===== config.mk =====
export PLATFORM = sky130hd
export DESIGN_NAME = midpoint_ellipse_rasterizer
export DESIGN_NICKNAME = d
export VERILOG_FILES = /design/src/design/mer_pkg.sv /design/src/design/mer_front.sv /design/src/design/mer_core.sv /design/src/design/mer_emit.sv /design/src/design/midpoint_ellipse_rasterizer.sv
export SDC_FILE = /design/constraint.sdc
export NUM_CORES = 2
export LEC_CHECK = 0
export BUFFER_PORTS_ARGS = -buffer_cell sky130_fd_sc_hd__buf_2
export CORE_MARGIN = 5
export CORE_UTILIZATION = 60
export DETAILED_ROUTE_END_ITERATION = 6
export GPL_ROUTABILITY_DRIVEN = 0
export PLACE_DENSITY_LB_ADDON = 0.3
export SLEW_MARGIN = 0
export SYNTH_ARGS = -nofsm -noshare
export SYNTH_HDL_FRONTEND = slang
export SYNTH_HIERARCHICAL = 1
export SYNTH_SLANG_ARGS = --single-unit

===== constraint.sdc =====
create_clock -name clk -period 24.1 [get_ports clk]
set_input_delay 3.615 -clock clk [delete_from_list [all_inputs] [get_ports clk]]
set_output_delay 3.615 -clock clk [all_outputs]
set_load 0.005 [all_outputs]

===== src/design/mer_pkg.sv =====
// ============================================================================
// mer_pkg: shared definitions for the midpoint ellipse rasterizer
// Field widths, register reset values, command codes and the control
// structs that travel between the front, the engine and the emitter.
// ============================================================================
package mer_pkg;

    localparam int AXIS_BITS_DEF = 11;
    localparam int PIX_W         = 14;
    localparam int CFG_W         = 12;
    localparam int CFG_IDX_W     = 1;

    localparam logic [CFG_W-1:0] CENTER_X_RST = 12'd900;
    localparam logic [CFG_W-1:0] CENTER_Y_RST = 12'd450;

    // configuration register indexes
    localparam logic [CFG_IDX_W-1:0] CFG_CENTER_X = 1'b0;
    localparam logic [CFG_IDX_W-1:0] CFG_CENTER_Y = 1'b1;

    // input item kind
    localparam logic KIND_START = 1'b0;

    // queue head, front to engine
    typedef struct packed {
        logic valid;
        logic start;
    } cmd_ctl_t;

    // traced point, engine to emitter
    typedef struct packed {
        logic valid;
        logic done;
    } pt_ctl_t;

endpackage


===== src/design/mer_front.sv =====
// ============================================================================
// mer_front: input acceptance and command queue
// Takes input items, tags each as start or step and holds them in a short
// queue so that the engine and the input side stall independently.
// ============================================================================
module mer_front #(
    parameter int AXIS_BITS = mer_pkg::AXIS_BITS_DEF
) (
    input  logic                  clk,
    input  logic                  rst_n,
    input  logic                  in_valid,
    output logic                  in_ready,
    input  logic                  kind,
    input  logic [AXIS_BITS-1:0]  semi_axis_x,
    input  logic [AXIS_BITS-1:0]  semi_axis_y,
    output mer_pkg::cmd_ctl_t     cmd_ctl,
    output logic [AXIS_BITS-1:0]  cmd_a,
    output logic [AXIS_BITS-1:0]  cmd_b,
    input  logic                  cmd_pop
);

    localparam int DEPTH = 2;
    localparam int PTR_W = $clog2(DEPTH);
    localparam logic [PTR_W-1:0] PTR_ONE = PTR_W'(1);
    localparam logic [PTR_W:0]   CNT_ONE = (PTR_W+1)'(1);
    localparam logic [PTR_W:0]   CNT_FULL = (PTR_W+1)'(DEPTH);

    logic                 q_start_reg [DEPTH];
    logic [AXIS_BITS-1:0] q_a_reg     [DEPTH];
    logic [AXIS_BITS-1:0] q_b_reg     [DEPTH];

    logic [PTR_W-1:0] wr_ptr_reg;
    logic [PTR_W-1:0] wr_ptr_next;
    logic [PTR_W-1:0] rd_ptr_reg;
    logic [PTR_W-1:0] rd_ptr_next;
    logic [PTR_W:0]   count_reg;
    logic [PTR_W:0]   count_next;
    logic             push;
    logic             pop;

    assign in_ready = (count_reg != CNT_FULL);
    assign push     = in_valid && in_ready;
    assign pop      = cmd_pop && (count_reg != '0);

    assign cmd_ctl.valid = (count_reg != '0);
    assign cmd_ctl.start = q_start_reg[rd_ptr_reg];
    assign cmd_a         = q_a_reg[rd_ptr_reg];
    assign cmd_b         = q_b_reg[rd_ptr_reg];

    always_comb
    begin
        wr_ptr_next = push ? wr_ptr_reg + PTR_ONE : wr_ptr_reg;
        rd_ptr_next = pop ? rd_ptr_reg + PTR_ONE : rd_ptr_reg;
        unique case ({push, pop})
            2'b10:   count_next = count_reg + CNT_ONE;
            2'b01:   count_next = count_reg - CNT_ONE;
            default: count_next = count_reg;
        endcase
    end

    always_ff @(posedge clk or negedge rst_n)
    begin
        if (!rst_n)
        begin
            wr_ptr_reg <= '0;
            rd_ptr_reg <= '0;
            count_reg  <= '0;
        end
        else
        begin
            wr_ptr_reg <= wr_ptr_next;
            rd_ptr_reg <= rd_ptr_next;
            count_reg  <= count_next;
        end
    end

    always_ff @(posedge clk)
    begin
        if (push)
        begin
            q_start_reg[wr_ptr_reg] <= (kind == mer_pkg::KIND_START);
            q_a_reg[wr_ptr_reg]     <= semi_axis_x;
            q_b_reg[wr_ptr_reg]     <= semi_axis_y;
        end
    end

endmodule


===== src/design/mer_core.sv =====
// ============================================================================
// mer_core: midpoint ellipse stepping engine
// Sets up the squared semi-axes and cross products for a start command,
// then advances one point per step command with running products, so each
// step is adds and compares only.
// ============================================================================
module mer_core #(
    parameter int AXIS_BITS = mer_pkg::AXIS_BITS_DEF
) (
    input  logic                  clk,
    input  logic                  rst_n,
    input  mer_pkg::cmd_ctl_t     cmd_ctl,
    input  logic [AXIS_BITS-1:0]  cmd_a,
    input  logic [AXIS_BITS-1:0]  cmd_b,
    output logic                  cmd_pop,
    output mer_pkg::pt_ctl_t      pt_ctl,
    output logic [AXIS_BITS-1:0]  pt_x,
    output logic [AXIS_BITS-1:0]  pt_y,
    input  logic                  pt_ready
);

    localparam int SQ_W  = 2 * AXIS_BITS;
    localparam int PRD_W = 3 * AXIS_BITS;
    localparam int T_W   = 3 * AXIS_BITS + 2;
    localparam int XY_W  = AXIS_BITS + 2;
    localparam int ERR_W = 3 * AXIS_BITS + 7;

    localparam logic signed [XY_W-1:0] XY_ONE = XY_W'(1);

    localparam logic [1:0] PH_RUN  = 2'd0;
    localparam logic [1:0] PH_SQ   = 2'd1;
    localparam logic [1:0] PH_PROD = 2'd2;
    localparam logic [1:0] PH_INIT = 2'd3;

    localparam logic [1:0] RGN_IDLE = 2'd0;
    localparam logic [1:0] RGN_ONE  = 2'd1;
    localparam logic [1:0] RGN_TWO  = 2'd2;

    logic [1:0] phase_reg;
    logic [1:0] phase_next;
    logic [1:0] region_reg;
    logic [1:0] region_next;

    // setup values, fixed for one ellipse
    logic [AXIS_BITS-1:0]    a_reg;
    logic [AXIS_BITS-1:0]    b_reg;
    logic [SQ_W-1:0]         asq_reg;
    logic [SQ_W-1:0]         bsq_reg;
    logic [PRD_W-1:0]        a2b_reg;
    logic [PRD_W-1:0]        ab2_reg;
    logic signed [ERR_W-1:0] c6a_reg;
    logic signed [ERR_W-1:0] c6b_reg;
    logic signed [ERR_W-1:0] e2i_reg;

    // running trace state: t1 = b^2 * x, t2 = a^2 * y
    logic signed [XY_W-1:0]  x_reg;
    logic signed [XY_W-1:0]  x_next;
    logic signed [XY_W-1:0]  y_reg;
    logic signed [XY_W-1:0]  y_next;
    logic signed [T_W-1:0]   t1_reg;
    logic signed [T_W-1:0]   t1_next;
    logic signed [T_W-1:0]   t2_reg;
    logic signed [T_W-1:0]   t2_next;
    logic signed [ERR_W-1:0] e_reg;
    logic signed [ERR_W-1:0] e_next;

    logic signed [XY_W-1:0]  a_xy;
    logic signed [XY_W-1:0]  b_xy;
    logic signed [ERR_W-1:0] asq_e;
    logic signed [ERR_W-1:0] bsq_e;
    logic signed [ERR_W-1:0] a2b_e;
    logic signed [ERR_W-1:0] ab2_e;
    logic signed [T_W-1:0]   asq_t;
    logic signed [T_W-1:0]   bsq_t;
    logic signed [T_W-1:0]   a2b_t;
    logic signed [T_W-1:0]   ab2_t;

    logic start_go;
    logic step_go;
    logic r1_ok;
    logic r1_end;
    logic r2_ok;
    logic r1_ge;
    logic r2_ge;

    logic signed [ERR_W-1:0] e1_step;
    logic signed [ERR_W-1:0] e1_new;
    logic signed [XY_W-1:0]  x1_new;
    logic signed [XY_W-1:0]  y1_new;
    logic signed [T_W-1:0]   t1_1_new;
    logic signed [T_W-1:0]   t2_1_new;

    logic signed [XY_W-1:0]  xs;
    logic signed [XY_W-1:0]  ys;
    logic signed [T_W-1:0]   t1s;
    logic signed [T_W-1:0]   t2s;
    logic signed [ERR_W-1:0] es;
    logic signed [ERR_W-1:0] e2_step;
    logic signed [ERR_W-1:0] e2_new;
    logic signed [XY_W-1:0]  x2_new;
    logic signed [XY_W-1:0]  y2_new;
    logic signed [T_W-1:0]   t1_2_new;
    logic signed [T_W-1:0]   t2_2_new;

    assign a_xy  = $signed(XY_W'(a_reg));
    assign b_xy  = $signed(XY_W'(b_reg));
    assign asq_e = $signed(ERR_W'(asq_reg));
    assign bsq_e = $signed(ERR_W'(bsq_reg));
    assign a2b_e = $signed(ERR_W'(a2b_reg));
    assign ab2_e = $signed(ERR_W'(ab2_reg));
    assign asq_t = $signed(T_W'(asq_reg));
    assign bsq_t = $signed(T_W'(bsq_reg));
    assign a2b_t = $signed(T_W'(a2b_reg));
    assign ab2_t = $signed(T_W'(ab2_reg));

    assign start_go = (phase_reg == PH_RUN) && cmd_ctl.valid && cmd_ctl.start;
    assign step_go  = (phase_reg == PH_RUN) && cmd_ctl.valid && !cmd_ctl.start && pt_ready;
    assign cmd_pop  = start_go || step_go;

    // region one: x advances, y may drop
    assign r1_ok  = (region_reg == RGN_ONE) && (x_reg <= a_xy) && !y_reg[XY_W-1]
                    && (t1_reg <= t2_reg);
    assign r1_end = (region_reg == RGN_ONE) && !r1_ok;
    assign r1_ge  = !e_reg[ERR_W-1];

    assign e1_step  = r1_ge ? (asq_e <<< 2) - (ERR_W'(t2_reg) <<< 2) : '0;
    assign e1_new   = e_reg + e1_step + (ERR_W'(t1_reg) <<< 2) + c6b_reg;
    assign x1_new   = x_reg + XY_ONE;
    assign y1_new   = r1_ge ? y_reg - XY_ONE : y_reg;
    assign t1_1_new = t1_reg + bsq_t;
    assign t2_1_new = r1_ge ? t2_reg - asq_t : t2_reg;

    // region two: when region one runs out, start from (a, 0) in the same step
    assign xs  = r1_end ? a_xy : x_reg;
    assign ys  = r1_end ? '0 : y_reg;
    assign t1s = r1_end ? ab2_t : t1_reg;
    assign t2s = r1_end ? '0 : t2_reg;
    assign es  = r1_end ? e2i_reg : e_reg;

    // the start point of region two always passes its own test
    assign r2_ok = r1_end || ((region_reg == RGN_TWO) && (y_reg <= b_xy)
                    && !x_reg[XY_W-1] && (t2_reg <= t1_reg));
    assign r2_ge = !es[ERR_W-1];

    assign e2_step  = r2_ge ? (bsq_e <<< 2) - (ERR_W'(t1s) <<< 2) : '0;
    assign e2_new   = es + e2_step + (ERR_W'(t2s) <<< 2) + c6a_reg;
    assign x2_new   = r2_ge ? xs - XY_ONE : xs;
    assign y2_new   = ys + XY_ONE;
    assign t1_2_new = r2_ge ? t1s - bsq_t : t1s;
    assign t2_2_new = t2s + asq_t;

    assign pt_ctl.valid = step_go;
    assign pt_ctl.done  = !r1_ok && !r2_ok;
    assign pt_x         = r1_ok ? x_reg[AXIS_BITS-1:0] : xs[AXIS_BITS-1:0];
    assign pt_y         = r1_ok ? y_reg[AXIS_BITS-1:0] : ys[AXIS_BITS-1:0];

    always_comb
    begin
        unique case (phase_reg)
            PH_RUN:  phase_next = start_go ? PH_SQ : PH_RUN;
            PH_SQ:   phase_next = PH_PROD;
            PH_PROD: phase_next = PH_INIT;
            PH_INIT: phase_next = PH_RUN;
        endcase
    end

    always_comb
    begin
        region_next = region_reg;
        x_next      = x_reg;
        y_next      = y_reg;
        t1_next     = t1_reg;
        t2_next     = t2_reg;
        e_next      = e_reg;
        priority if (phase_reg == PH_INIT)
        begin
            region_next = RGN_ONE;
            x_next      = '0;
            y_next      = b_xy;
            t1_next     = '0;
            t2_next     = a2b_t;
            e_next      = (bsq_e <<< 1) + asq_e - (a2b_e <<< 1);
        end
        else if (step_go && r1_ok)
        begin
            x_next  = x1_new;
            y_next  = y1_new;
            t1_next = t1_1_new;
            t2_next = t2_1_new;
            e_next  = e1_new;
        end
        else if (step_go && r2_ok)
        begin
            region_next = RGN_TWO;
            x_next      = x2_new;
            y_next      = y2_new;
            t1_next     = t1_2_new;
            t2_next     = t2_2_new;
            e_next      = e2_new;
        end
        else if (step_go)
        begin
            region_next = RGN_IDLE;
        end
    end

    always_ff @(posedge clk or negedge rst_n)
    begin
        if (!rst_n)
        begin
            phase_reg  <= PH_RUN;
            region_reg <= RGN_IDLE;
        end
        else
        begin
            phase_reg  <= phase_next;
            region_reg <= region_next;
        end
    end

    always_ff @(posedge clk)
    begin
        if (start_go)
        begin
            a_reg <= cmd_a;
            b_reg <= cmd_b;
        end
        if (phase_reg == PH_SQ)
        begin
            asq_reg <= SQ_W'(a_reg) * SQ_W'(a_reg);
            bsq_reg <= SQ_W'(b_reg) * SQ_W'(b_reg);
        end
        if (phase_reg == PH_PROD)
        begin
            a2b_reg <= PRD_W'(asq_reg) * PRD_W'(b_reg);
            ab2_reg <= PRD_W'(bsq_reg) * PRD_W'(a_reg);
            c6a_reg <= (asq_e <<< 2) + (asq_e <<< 1);
            c6b_reg <= (bsq_e <<< 2) + (bsq_e <<< 1);
        end
        if (phase_reg == PH_INIT)
        begin
            e2i_reg <= (asq_e <<< 1) + bsq_e - (ab2_e <<< 1);
        end
        x_reg  <= x_next;
        y_reg  <= y_next;
        t1_reg <= t1_next;
        t2_reg <= t2_next;
        e_reg  <= e_next;
    end

endmodule


===== src/design/mer_emit.sv =====
// ============================================================================
// mer_emit: mirror pixel emitter and center registers
// Holds one traced point, forms the four mirrored screen pixels around the
// center and hands them out one per transfer, or one done result.
// ============================================================================
module mer_emit #(
    parameter int AXIS_BITS = mer_pkg::AXIS_BITS_DEF
) (
    input  logic                               clk,
    input  logic                               rst_n,
    input  logic                               cfg_write,
    input  logic [mer_pkg::CFG_IDX_W-1:0]      cfg_index,
    input  logic [mer_pkg::CFG_W-1:0]          cfg_data,
    input  mer_pkg::pt_ctl_t                   pt_ctl,
    input  logic [AXIS_BITS-1:0]               pt_x,
    input  logic [AXIS_BITS-1:0]               pt_y,
    output logic                               pt_ready,
    output logic                               out_valid,
    input  logic                               out_ready,
    output logic signed [mer_pkg::PIX_W-1:0]   pixel_x,
    output logic signed [mer_pkg::PIX_W-1:0]   pixel_y,
    output logic                               pixel_valid,
    output logic                               last_of_step,
    output logic                               done_res
);

    localparam int PW = mer_pkg::PIX_W;
    localparam logic [1:0] IDX_LAST = 2'd3;
    localparam logic [1:0] IDX_ONE  = 2'd1;

    logic [mer_pkg::CFG_W-1:0] center_x_reg;
    logic [mer_pkg::CFG_W-1:0] center_y_reg;

    logic          held_reg;
    logic          held_next;
    logic [1:0]    idx_reg;
    logic [1:0]    idx_next;
    logic          done_reg;
    logic [PW-1:0] xpos_reg;
    logic [PW-1:0] xneg_reg;
    logic [PW-1:0] ypos_reg;
    logic [PW-1:0] yneg_reg;

    logic [PW-1:0] cx;
    logic [PW-1:0] cy;
    logic [PW-1:0] x_off;
    logic [PW-1:0] y_off;
    logic          last_now;
    logic          fin;

    assign cx    = PW'(center_x_reg);
    assign cy    = PW'(center_y_reg);
    assign x_off = PW'(pt_x);
    assign y_off = PW'(pt_y);

    assign last_now = done_reg || (idx_reg == IDX_LAST);
    assign fin      = held_reg && out_ready && last_now;
    assign pt_ready = !held_reg || fin;

    // order: (+x,+y), (-x,+y), (+x,-y), (-x,-y)
    assign out_valid    = held_reg;
    assign pixel_x      = $signed(idx_reg[0] ? xneg_reg : xpos_reg);
    assign pixel_y      = $signed(idx_reg[1] ? yneg_reg : ypos_reg);
    assign pixel_valid  = !done_reg;
    assign last_of_step = last_now;
    assign done_res     = done_reg;

    always_comb
    begin
        held_next = held_reg;
        idx_next  = idx_reg;
        priority if (pt_ctl.valid)
        begin
            held_next = 1'b1;
            idx_next  = '0;
        end
        else if (fin)
        begin
            held_next = 1'b0;
        end
        else if (held_reg && out_ready)
        begin
            idx_next = idx_reg + IDX_ONE;
        end
    end

    always_ff @(posedge clk or negedge rst_n)
    begin
        if (!rst_n)
        begin
            center_x_reg <= mer_pkg::CENTER_X_RST;
            center_y_reg <= mer_pkg::CENTER_Y_RST;
            held_reg     <= 1'b0;
            idx_reg      <= '0;
        end
        else
        begin
            held_reg <= held_next;
            idx_reg  <= idx_next;
            if (cfg_write)
            begin
                unique case (cfg_index)
                    mer_pkg::CFG_CENTER_X: center_x_reg <= cfg_data;
                    mer_pkg::CFG_CENTER_Y: center_y_reg <= cfg_data;
                endcase
            end
        end
    end

    // a done result carries zero coordinates
    always_ff @(posedge clk)
    begin
        if (pt_ctl.valid)
        begin
            done_reg <= pt_ctl.done;
            xpos_reg <= pt_ctl.done ? '0 : cx + x_off;
            xneg_reg <= pt_ctl.done ? '0 : cx - x_off;
            ypos_reg <= pt_ctl.done ? '0 : cy + y_off;
            yneg_reg <= pt_ctl.done ? '0 : cy - y_off;
        end
    end

endmodule


===== src/design/midpoint_ellipse_rasterizer.sv =====
// ============================================================================
// midpoint_ellipse_rasterizer: axis-aligned midpoint ellipse pixel generator
// Traces an ellipse with semi-axes a and b in two regions and emits the four
// mirrored pixels of each traced point around a programmable center.
// ============================================================================

// A start item loads a and b and gives no result; each step item gives four
// pixels (last one marked) or, once the ellipse is traced, one done result.
// The output carries one pixel per transfer, so a step that traces a point
// occupies the output for four transfers and a step past the end for one; with
// out_ready held high and steps queued, the block sustains one pixel per cycle.
// A start passes the stepping engine through latch, square, cross products and
// error setup, and overlaps the drain of earlier pixels through the 2-entry
// input queue; a start between two traced steps still leaves the output idle
// between their pixels. Each step is adds and compares on running products.
// Center registers should be written only while no work is pending.
module midpoint_ellipse_rasterizer #(
    parameter int AXIS_BITS = mer_pkg::AXIS_BITS_DEF
) (
    input  logic                               clk,
    input  logic                               rst_n,
    input  logic                               cfg_write,
    input  logic [mer_pkg::CFG_IDX_W-1:0]      cfg_index,
    input  logic [mer_pkg::CFG_W-1:0]          cfg_data,
    input  logic                               in_valid,
    output logic                               in_ready,
    input  logic                               kind,
    input  logic [AXIS_BITS-1:0]               semi_axis_x,
    input  logic [AXIS_BITS-1:0]               semi_axis_y,
    output logic                               out_valid,
    input  logic                               out_ready,
    output logic signed [mer_pkg::PIX_W-1:0]   pixel_x,
    output logic signed [mer_pkg::PIX_W-1:0]   pixel_y,
    output logic                               pixel_valid,
    output logic                               last_of_step,
    output logic                               done_res
);

    mer_pkg::cmd_ctl_t    cmd_ctl;
    logic [AXIS_BITS-1:0] cmd_a;
    logic [AXIS_BITS-1:0] cmd_b;
    logic                 cmd_pop;
    mer_pkg::pt_ctl_t     pt_ctl;
    logic [AXIS_BITS-1:0] pt_x;
    logic [AXIS_BITS-1:0] pt_y;
    logic                 pt_ready;

    mer_front #(
        .AXIS_BITS (AXIS_BITS)
    ) u_front (
        .clk         (clk),
        .rst_n       (rst_n),
        .in_valid    (in_valid),
        .in_ready    (in_ready),
        .kind        (kind),
        .semi_axis_x (semi_axis_x),
        .semi_axis_y (semi_axis_y),
        .cmd_ctl     (cmd_ctl),
        .cmd_a       (cmd_a),
        .cmd_b       (cmd_b),
        .cmd_pop     (cmd_pop)
    );

    mer_core #(
        .AXIS_BITS (AXIS_BITS)
    ) u_core (
        .clk      (clk),
        .rst_n    (rst_n),
        .cmd_ctl  (cmd_ctl),
        .cmd_a    (cmd_a),
        .cmd_b    (cmd_b),
        .cmd_pop  (cmd_pop),
        .pt_ctl   (pt_ctl),
        .pt_x     (pt_x),
        .pt_y     (pt_y),
        .pt_ready (pt_ready)
    );

    mer_emit #(
        .AXIS_BITS (AXIS_BITS)
    ) u_emit (
        .clk          (clk),
        .rst_n        (rst_n),
        .cfg_write    (cfg_write),
        .cfg_index    (cfg_index),
        .cfg_data     (cfg_data),
        .pt_ctl       (pt_ctl),
        .pt_x         (pt_x),
        .pt_y         (pt_y),
        .pt_ready     (pt_ready),
        .out_valid    (out_valid),
        .out_ready    (out_ready),
        .pixel_x      (pixel_x),
        .pixel_y      (pixel_y),
        .pixel_valid  (pixel_valid),
        .last_of_step (last_of_step),
        .done_res     (done_res)
    );

`ifndef NO_ASSERTIONS
    a_done_is_last: assert property (@(posedge clk) disable iff (!rst_n)
        out_valid && done_res |-> last_of_step && !pixel_valid)
        else $error("done result not marked last or carries a pixel");

    a_pt_handoff: assert property (@(posedge clk) disable iff (!rst_n)
        pt_ctl.valid |-> pt_ready)
        else $error("engine handed a point to a busy emitter");

    a_burst_cont: assert property (@(posedge clk) disable iff (!rst_n)
        out_valid && out_ready && !last_of_step |=> out_valid)
        else $error("pixel burst dropped before its last transfer");

    a_full_has_head: assert property (@(posedge clk) disable iff (!rst_n)
        !in_ready |-> cmd_ctl.valid)
        else $error("queue reports full with no command at its head");
`endif

endmodule


Word level (Yosys, flattened, before mapping)
Memories as Yosys holds them, arrays and structs flattened. A register that Yosys moved wholly into a read port is not among the register bits.
Cells that the tools add are included.
{"block": "word_totals", "regBits": 458, "ramBits": 46, "output_inout_bits": 33, "word_cells": 170, "mem_count": 3}
{"name": "u_front.q_a_reg", "depth": 2, "word_bits": 11, "rd": 1, "rd_clocked_by_memory_dff": 1, "wr": 1, "line_no": "mer_front.sv:29", "text": "logic [AXIS_BITS-1:0] q_a_reg [DEPTH];"}
{"name": "u_front.q_b_reg", "depth": 2, "word_bits": 11, "rd": 1, "rd_clocked_by_memory_dff": 1, "wr": 1, "line_no": "mer_front.sv:30", "text": "logic [AXIS_BITS-1:0] q_b_reg [DEPTH];"}
{"name": "u_front.q_start_reg", "depth": 2, "word_bits": 1, "rd": 1, "rd_clocked_by_memory_dff": 0, "wr": 1, "line_no": "mer_front.sv:28", "text": "logic q_start_reg [DEPTH];"}
{"block": "classes", "addsub": 31, "mul": 4, "order_cmp": 4, "n_eq_ne": 13, "muxes": 42, "bitwise": 2, "n_reduce_logical": 43}
{"op": "two-way mux 35 bit", "count": 8}
{"op": "two-way mux 40 bit", "count": 6}
{"op": "adder 40 bit", "count": 4}
{"op": "two-way mux 13 bit", "count": 8}
{"op": "adder 40 x 37 -> 40 bit", "count": 2}
{"op": "subtractor 40 x 35 -> 40 bit", "count": 2}
{"op": "subtractor 25 x 37 -> 38 bit", "count": 2}
{"op": "adder 35 x 23 -> 35 bit", "count": 2}
{"op": "<= comparator 35 bit", "count": 2}
{"op": "subtractor 35 x 23 -> 35 bit", "count": 2}
{"op": "multiplier 22 x 11 -> 33 bit", "count": 2}
{"op": "adder 24 x 23 -> 25 bit", "count": 2}
{"op": "adder 23 x 22 -> 24 bit", "count": 2}
{"op": "multiplier 11 x 11 -> 22 bit", "count": 2}
{"op": "two-way mux 11 bit", "count": 3}
{"op": "two-way mux 33 bit", "count": 1}
{"op": "two-way mux 14 bit", "count": 2}
{"op": "adder 12 x 11 -> 13 bit", "count": 2}
{"op": "adder 13 x 2 -> 13 bit, second input constant", "count": 2}
{"op": "<= comparator 13 x 12 -> 1 bit", "count": 2}
{"op": "subtractor 12 x 11 -> 13 bit", "count": 2}
{"op": "subtractor 13 x 2 -> 13 bit, second input constant", "count": 2}
{"op": "logical AND 1 bit", "count": 18}
{"op": "two-way mux 2 bit", "count": 7}
{"op": "other kinds (17)", "count": 52}

Longest topological paths before layout
{"block": "depth", "depth_word": 15, "ltp_mapped": 52, "ltp_nobuf": 46}

Modules after synthesis
Netlist, hierarchy kept.
{"module": "mer_core", "instances": 1, "cells_each": 6398, "area_each_um2": 55200.4}
{"module": "mer_emit", "instances": 1, "cells_each": 502, "area_each_um2": 5281.3}
{"module": "mer_front", "instances": 1, "cells_each": 90, "area_each_um2": 1866.8}

Worst setup path after synthesis
OpenSTA, ideal clock, no wires.
{"block": "synth_path", "path_type": "reg-to-reg", "start": "reg u_core.a_reg[7], read port of u_front.q_a_reg", "end": "reg u_core.e_reg[39], data pin", "t_arrival_ns": 9.270, "slack_ns": 14.698, "path_stages_with_launch": 51, "n_path_buf": 6, "cell_sequence": "edfxtp_1 > clkbuf_1 > clkinv_1 > buf_1 > ha_1 > nand4_1 > nor4_1 > o21ai_0 > a21o_1 > a21oi_1 > nand2_1 > nand2_1 > buf_4 > buf_4 > buf_4 > clkbuf_1 > nor2_1 > a21oi_1 > [... 15 more ...] > nor2_1 > fa_1 > ha_1 > a21o_1 > a21oi_1 > o21ai_0 > a22o_1 > a41oi_1 > a21oi_1 > a41oi_1 > a211oi_1 > a211o_1 > o211ai_1 > o21ai_1 > or3b_1 > a211oi_1 > a311oi_1 > nand2_1"}
{"block": "synth_between", "elab_chain_cells": 15}
{"item": "start, declared", "line_no": "mer_core.sv:45", "text": "logic [AXIS_BITS-1:0] a_reg;"}
{"item": "<= comparator 13 x 12 -> 1 bit *", "line_no": "mer_core.sv:121", "text": "assign r1_ok = (region_reg == RGN_ONE) && (x_reg <= a_xy) && !y_reg[XY_W-1]"}
{"item": "logical AND 1 bit * (2 in series)", "line_no": "mer_core.sv:121"}
{"item": "logical AND 1 bit *", "line_no": "mer_core.sv:122", "text": "&& (t1_reg <= t2_reg);"}
{"item": "logical NOT 1 bit", "line_no": "mer_core.sv:123", "text": "assign r1_end = (region_reg == RGN_ONE) && !r1_ok;"}
{"item": "logical AND 1 bit", "line_no": "mer_core.sv:123"}
{"item": "two-way mux 35 bit", "line_no": "mer_core.sv:136", "text": "assign t1s = r1_end ? ab2_t : t1_reg;"}
{"item": "subtractor 25 x 37 -> 38 bit", "line_no": "mer_core.sv:145", "text": "assign e2_step = r2_ge ? (bsq_e <<< 2) - (ERR_W'(t1s) <<< 2) : '0;"}
{"item": "two-way mux 40 bit", "line_no": "mer_core.sv:145"}
{"item": "adder 40 bit", "line_no": "mer_core.sv:146", "text": "assign e2_new = es + e2_step + (ERR_W'(t2s) <<< 2) + c6a_reg;"}
{"item": "adder 40 x 37 -> 40 bit", "line_no": "mer_core.sv:146"}
{"item": "adder 40 bit", "line_no": "mer_core.sv:146"}
{"item": "two-way mux 40 bit", "line_no": "mer_core.sv:192", "text": "else if (step_go && r2_ok)"}
{"item": "two-way mux 40 bit *", "line_no": "mer_core.sv:184", "text": "else if (step_go && r1_ok)"}
{"item": "two-way mux 40 bit *", "line_no": "mer_core.sv:175", "text": "priority if (phase_reg == PH_INIT)"}
{"item": "named net u_core.e_next[39]", "line_no": "mer_core.sv:65", "text": "logic signed [ERR_W-1:0] e_next;"}
{"item": "end signal, assigned", "line_no": "mer_core.sv:248", "text": "e_reg <= e_next;"}
{"item": "end, declared", "line_no": "mer_core.sv:64", "text": "logic signed [ERR_W-1:0] e_reg;"}
Mark *: on every way through the listed nets, which the timed path passes. The rest lies on a longest branch. The select of a mux whose other input is x is not followed.
A chain may end at the register's enable or synchronous reset.

Worst setup path in the final report
{"block": "layout_path", "start": "reg u_core.a_reg[10], read port of u_front.q_a_reg", "end": "reg u_core.e_reg[39], data pin"}
The elaborated chain is that of the path after synthesis.

==> reports/results.txt <==
Die W: 332 um
FF-to-FF setup slack: 12.02 ns
syn avg cell area: 8.92 um2
Slew @ Worst Pin: 1.46 ns
multi-input logic area: 44,200 um2
Critical-path top delay cell: a31oi_1
Yosys top cell by area: fa_1
register clock-pin slew on the reported worst setup and hold paths: 0.06 ns
crit path max fanout: 49
max reg flops: 39
Final Non-Filler Cells: 8,380
First DRT Iteration DRCs: 7,269
Post-synth EDFFs: 390
IO buf count: 73
layout cell share with drive strength beyond 1: 0.0632
Synth area leaders: fa_1 20%, edfxtp_1 19%, ha_1 14%
Reg area: 13,600 um2
CTS Root Cell: clkbuf_16
share of the synthesized area in the top cell type: 0.203
failing checks: design-rule violations, max-capacitance violations
largest net degree at the start of global routing: 117
Critical path origin: u_core/a_reg[10]$_DFFE_PP_
Post-DP HPWL: 158,000 um
Syn Inst Count: 6,990
crit path capture: u_core/e_reg[39]$_DFFE_PP_
library cells used by synthesis: 114
depth of the CTS H-tree: 2
crit path DAT: 12.53 ns
Total GRT Usage: 0.362
total CTS buffers: 58
maximum buffer depth of the clock tree: 3
number of global-route vias before repair: 53,100
Boundary Pins: 74
row cnt: 118
First-pass DRT Iterations: 7
kind of end point of the critical path: flop
Tmin final: 12.08 ns
Residual DRC: 88
outcome: finished with violations
Die ar.: 110,000 um2
vias per cell: 6.41
Post-CTS Hold Buffers: 0
Post-CTS Setup Inserts: 0
FF-to-FF path depth: 42
Initial Util: 0.603
CTS tree: built
top_reg_cell synth: edfxtp_1
Yosys warning count: 6
CP peak stage delay: 0.94 ns
GR Overflow Total: 0
final cycle utilization of the critical path: 0.501
final wirelength: 204,000 um
WP data required: 24.56 ns
async set-reset flop share out of synthesis: 0.0734
Final Max Tran Viols: 0
average routed wire per standard cell: 24.4 um
clock skew: 0.0606 ns
kind of critical path: flop to flop
Final Hold Fails: 0
FF-to-FF End: u_core/e_reg[39]$_DFFE_PP_
Syn Nets: 8,337
vias: 53,700
Core ar.: 103,000 um2
CP Launch Type: flop
endpoints failing setup: 0
Cell Area, Synth: 62,300 um2
Layout area overhead: 6.34%
ANT nets after route: 0
later-pin clock latency in the skew report: 0.72 ns
initial antenna violation count: 6
Die Span Y: 332 um
Max Fclk: 0.0828 GHz
fin nets: 8,295
maxcap violations: 1
Clock Sinks: 477
Slew HR: 0.0154
register area share after synthesis: 0.219
Layout fillers: 8,482
first-pass GRT wire length: 309,000 um
unrepaired setup endpoints after global routing: false
dpl cells: 8,268
setup TNS: 0 ns
cts repair resizes: 0
Hold Crit Class: flop to flop
Reg-to-Reg Start: u_core/a_reg[10]$_DFFE_PP_
number of synthesized register bits: 477
==> metal layers <==
layer,global-route usage,vias up,wire length (um),share of wire
met3,0.111,860,29000,0.14
li1,-,23500,-,-
met4,0.223,8,16400,0.080
met2,0.535,3622,84700,0.41
met5,0,-,57,0.00028
met1,0.469,25700,74200,0.36
==> worst max-delay path, delay by kind of cell (launching register included) <==
family                   cells  cell delay (ns)
buffers and inverters        3             0.89
AO/OA/AOI/OAI               21             5.83
flip-flops                   1             0.89
AND/OR/NAND/NOR             12             2.23
adder cells (fa/ha/maj)      6             1.99
==> metrics by stage <==
step | setup WS, ns | area, um2 | util | hold WS [ns]
after floorplan | 14.70 | 62300 | - | 0.456
after global placement | 12.75 | 64200 | 0.621 | 0.474
after detailed placement | 12.48 | 64200 | 0.621 | 0.507
after CTS | 12.44 | 66300 | 0.641 | 0.515
after global routing | 11.39 | 66300 | 0.641 | 0.530
final | 12.02 | 66300 | 0.642 | 0.508
==> layout by cell type, fill, tap and decap left out, types with 21 or more instances in the layout <==
cell type,netlist,layout
and3_1,83,83
mux2_2,79,79
o21bai_1,57,57
o21ai_0,274,274
buf_4,7,106
or3_1,44,44
buf_2,17,73
nor2b_1,70,69
nand3_1,100,100
dfxtp_1,52,52
a21boi_0,25,25
ha_1,674,671
nand4_1,28,28
a31oi_1,43,43
a211oi_1,78,78
edfxtp_1,390,390
and2_1,55,55
nor2_1,703,699
xor2_1,114,114
nand2_1,736,732
a21o_1,118,118
nor3_1,136,135
xnor2_1,295,295
nor4_1,26,26
inv_1,901,899
o211ai_1,39,39
fa_1,632,632
clkinv_1,16,21
clkbuf_16,0,63
o21a_1,55,55
nand2b_1,56,55
a21oi_1,440,440
dfrtp_1,27,27
==> worst min-delay path by stage <==
stage	startpoint	end	slack, ns	depth (start not counted)
2_1_floorplan	u_front/count_reg[1]$_DFFE_PN0P_	u_front/count_reg[1]$_DFFE_PN0P_	0.46	1
4_1_cts	u_front/count_reg[1]$_DFFE_PN0P_	u_front/count_reg[1]$_DFFE_PN0P_	0.52	1
5_1_grt	u_front/count_reg[1]$_DFFE_PN0P_	u_front/count_reg[1]$_DFFE_PN0P_	0.53	1
3_3_place_gp	u_front/count_reg[1]$_DFFE_PN0P_	u_front/count_reg[1]$_DFFE_PN0P_	0.47	1
3_5_place_dp	u_front/count_reg[1]$_DFFE_PN0P_	u_front/count_reg[1]$_DFFE_PN0P_	0.51	1
6_report	u_front/count_reg[1]$_DFFE_PN0P_	u_front/count_reg[1]$_DFFE_PN0P_	0.51	1
==> synth_stat cells (20+ instances only) <==
| cell | instances |
|---|---|
| inv_1 | 901 |
| nand2_1 | 736 |
| nor2_1 | 703 |
| ha_1 | 674 |
| fa_1 | 632 |
| a21oi_1 | 440 |
| edfxtp_1 | 390 |
| xnor2_1 | 295 |
| o21ai_0 | 274 |
| clkbuf_1 | 222 |
| nor3_1 | 136 |
| a21o_1 | 118 |
| xor2_1 | 114 |
| nand3_1 | 100 |
| and3_1 | 83 |
| mux2_2 | 79 |
| a211oi_1 | 78 |
| nor2b_1 | 70 |
| o21bai_1 | 57 |
| nand2b_1 | 56 |
| and2_1 | 55 |
| o21a_1 | 55 |
| dfxtp_1 | 52 |
| or3_1 | 44 |
| a31oi_1 | 43 |
| o211ai_1 | 39 |
| buf_1 | 30 |
| nand4_1 | 28 |
| dfrtp_1 | 27 |
| nor4_1 | 26 |
| a21boi_0 | 25 |
| o31ai_1 | 20 |
==> kinds of logic (layout without fill, tap and decap cells) <==
family          after synthesis  count (layout)  synth area share
simple gates               2123            2123             0.153
compound gates             1377            1377             0.142
fa+ha+maj                  1306            1306             0.338
buf+inv                    1200            1207            0.0736
flops                       477             477             0.219
xor+xnor                    409             409            0.0575
mux                          98              98            0.0173
other cells                   0               3                 0
==> cell type report <==
class	count	share of cell area
flip-flops and latches	477	0.206
inverters	918	0.0520
repair buffers	180	0.0178
multi-input cells	5313	0.667
clock inverters	36	0.00702
well taps	1380	0.0260
clock buffers	73	0.0246
diodes	3	0.000113
Power is not shown: default switching activity piles up to over one toggle a cycle in this logic, so the estimate is an artifact.
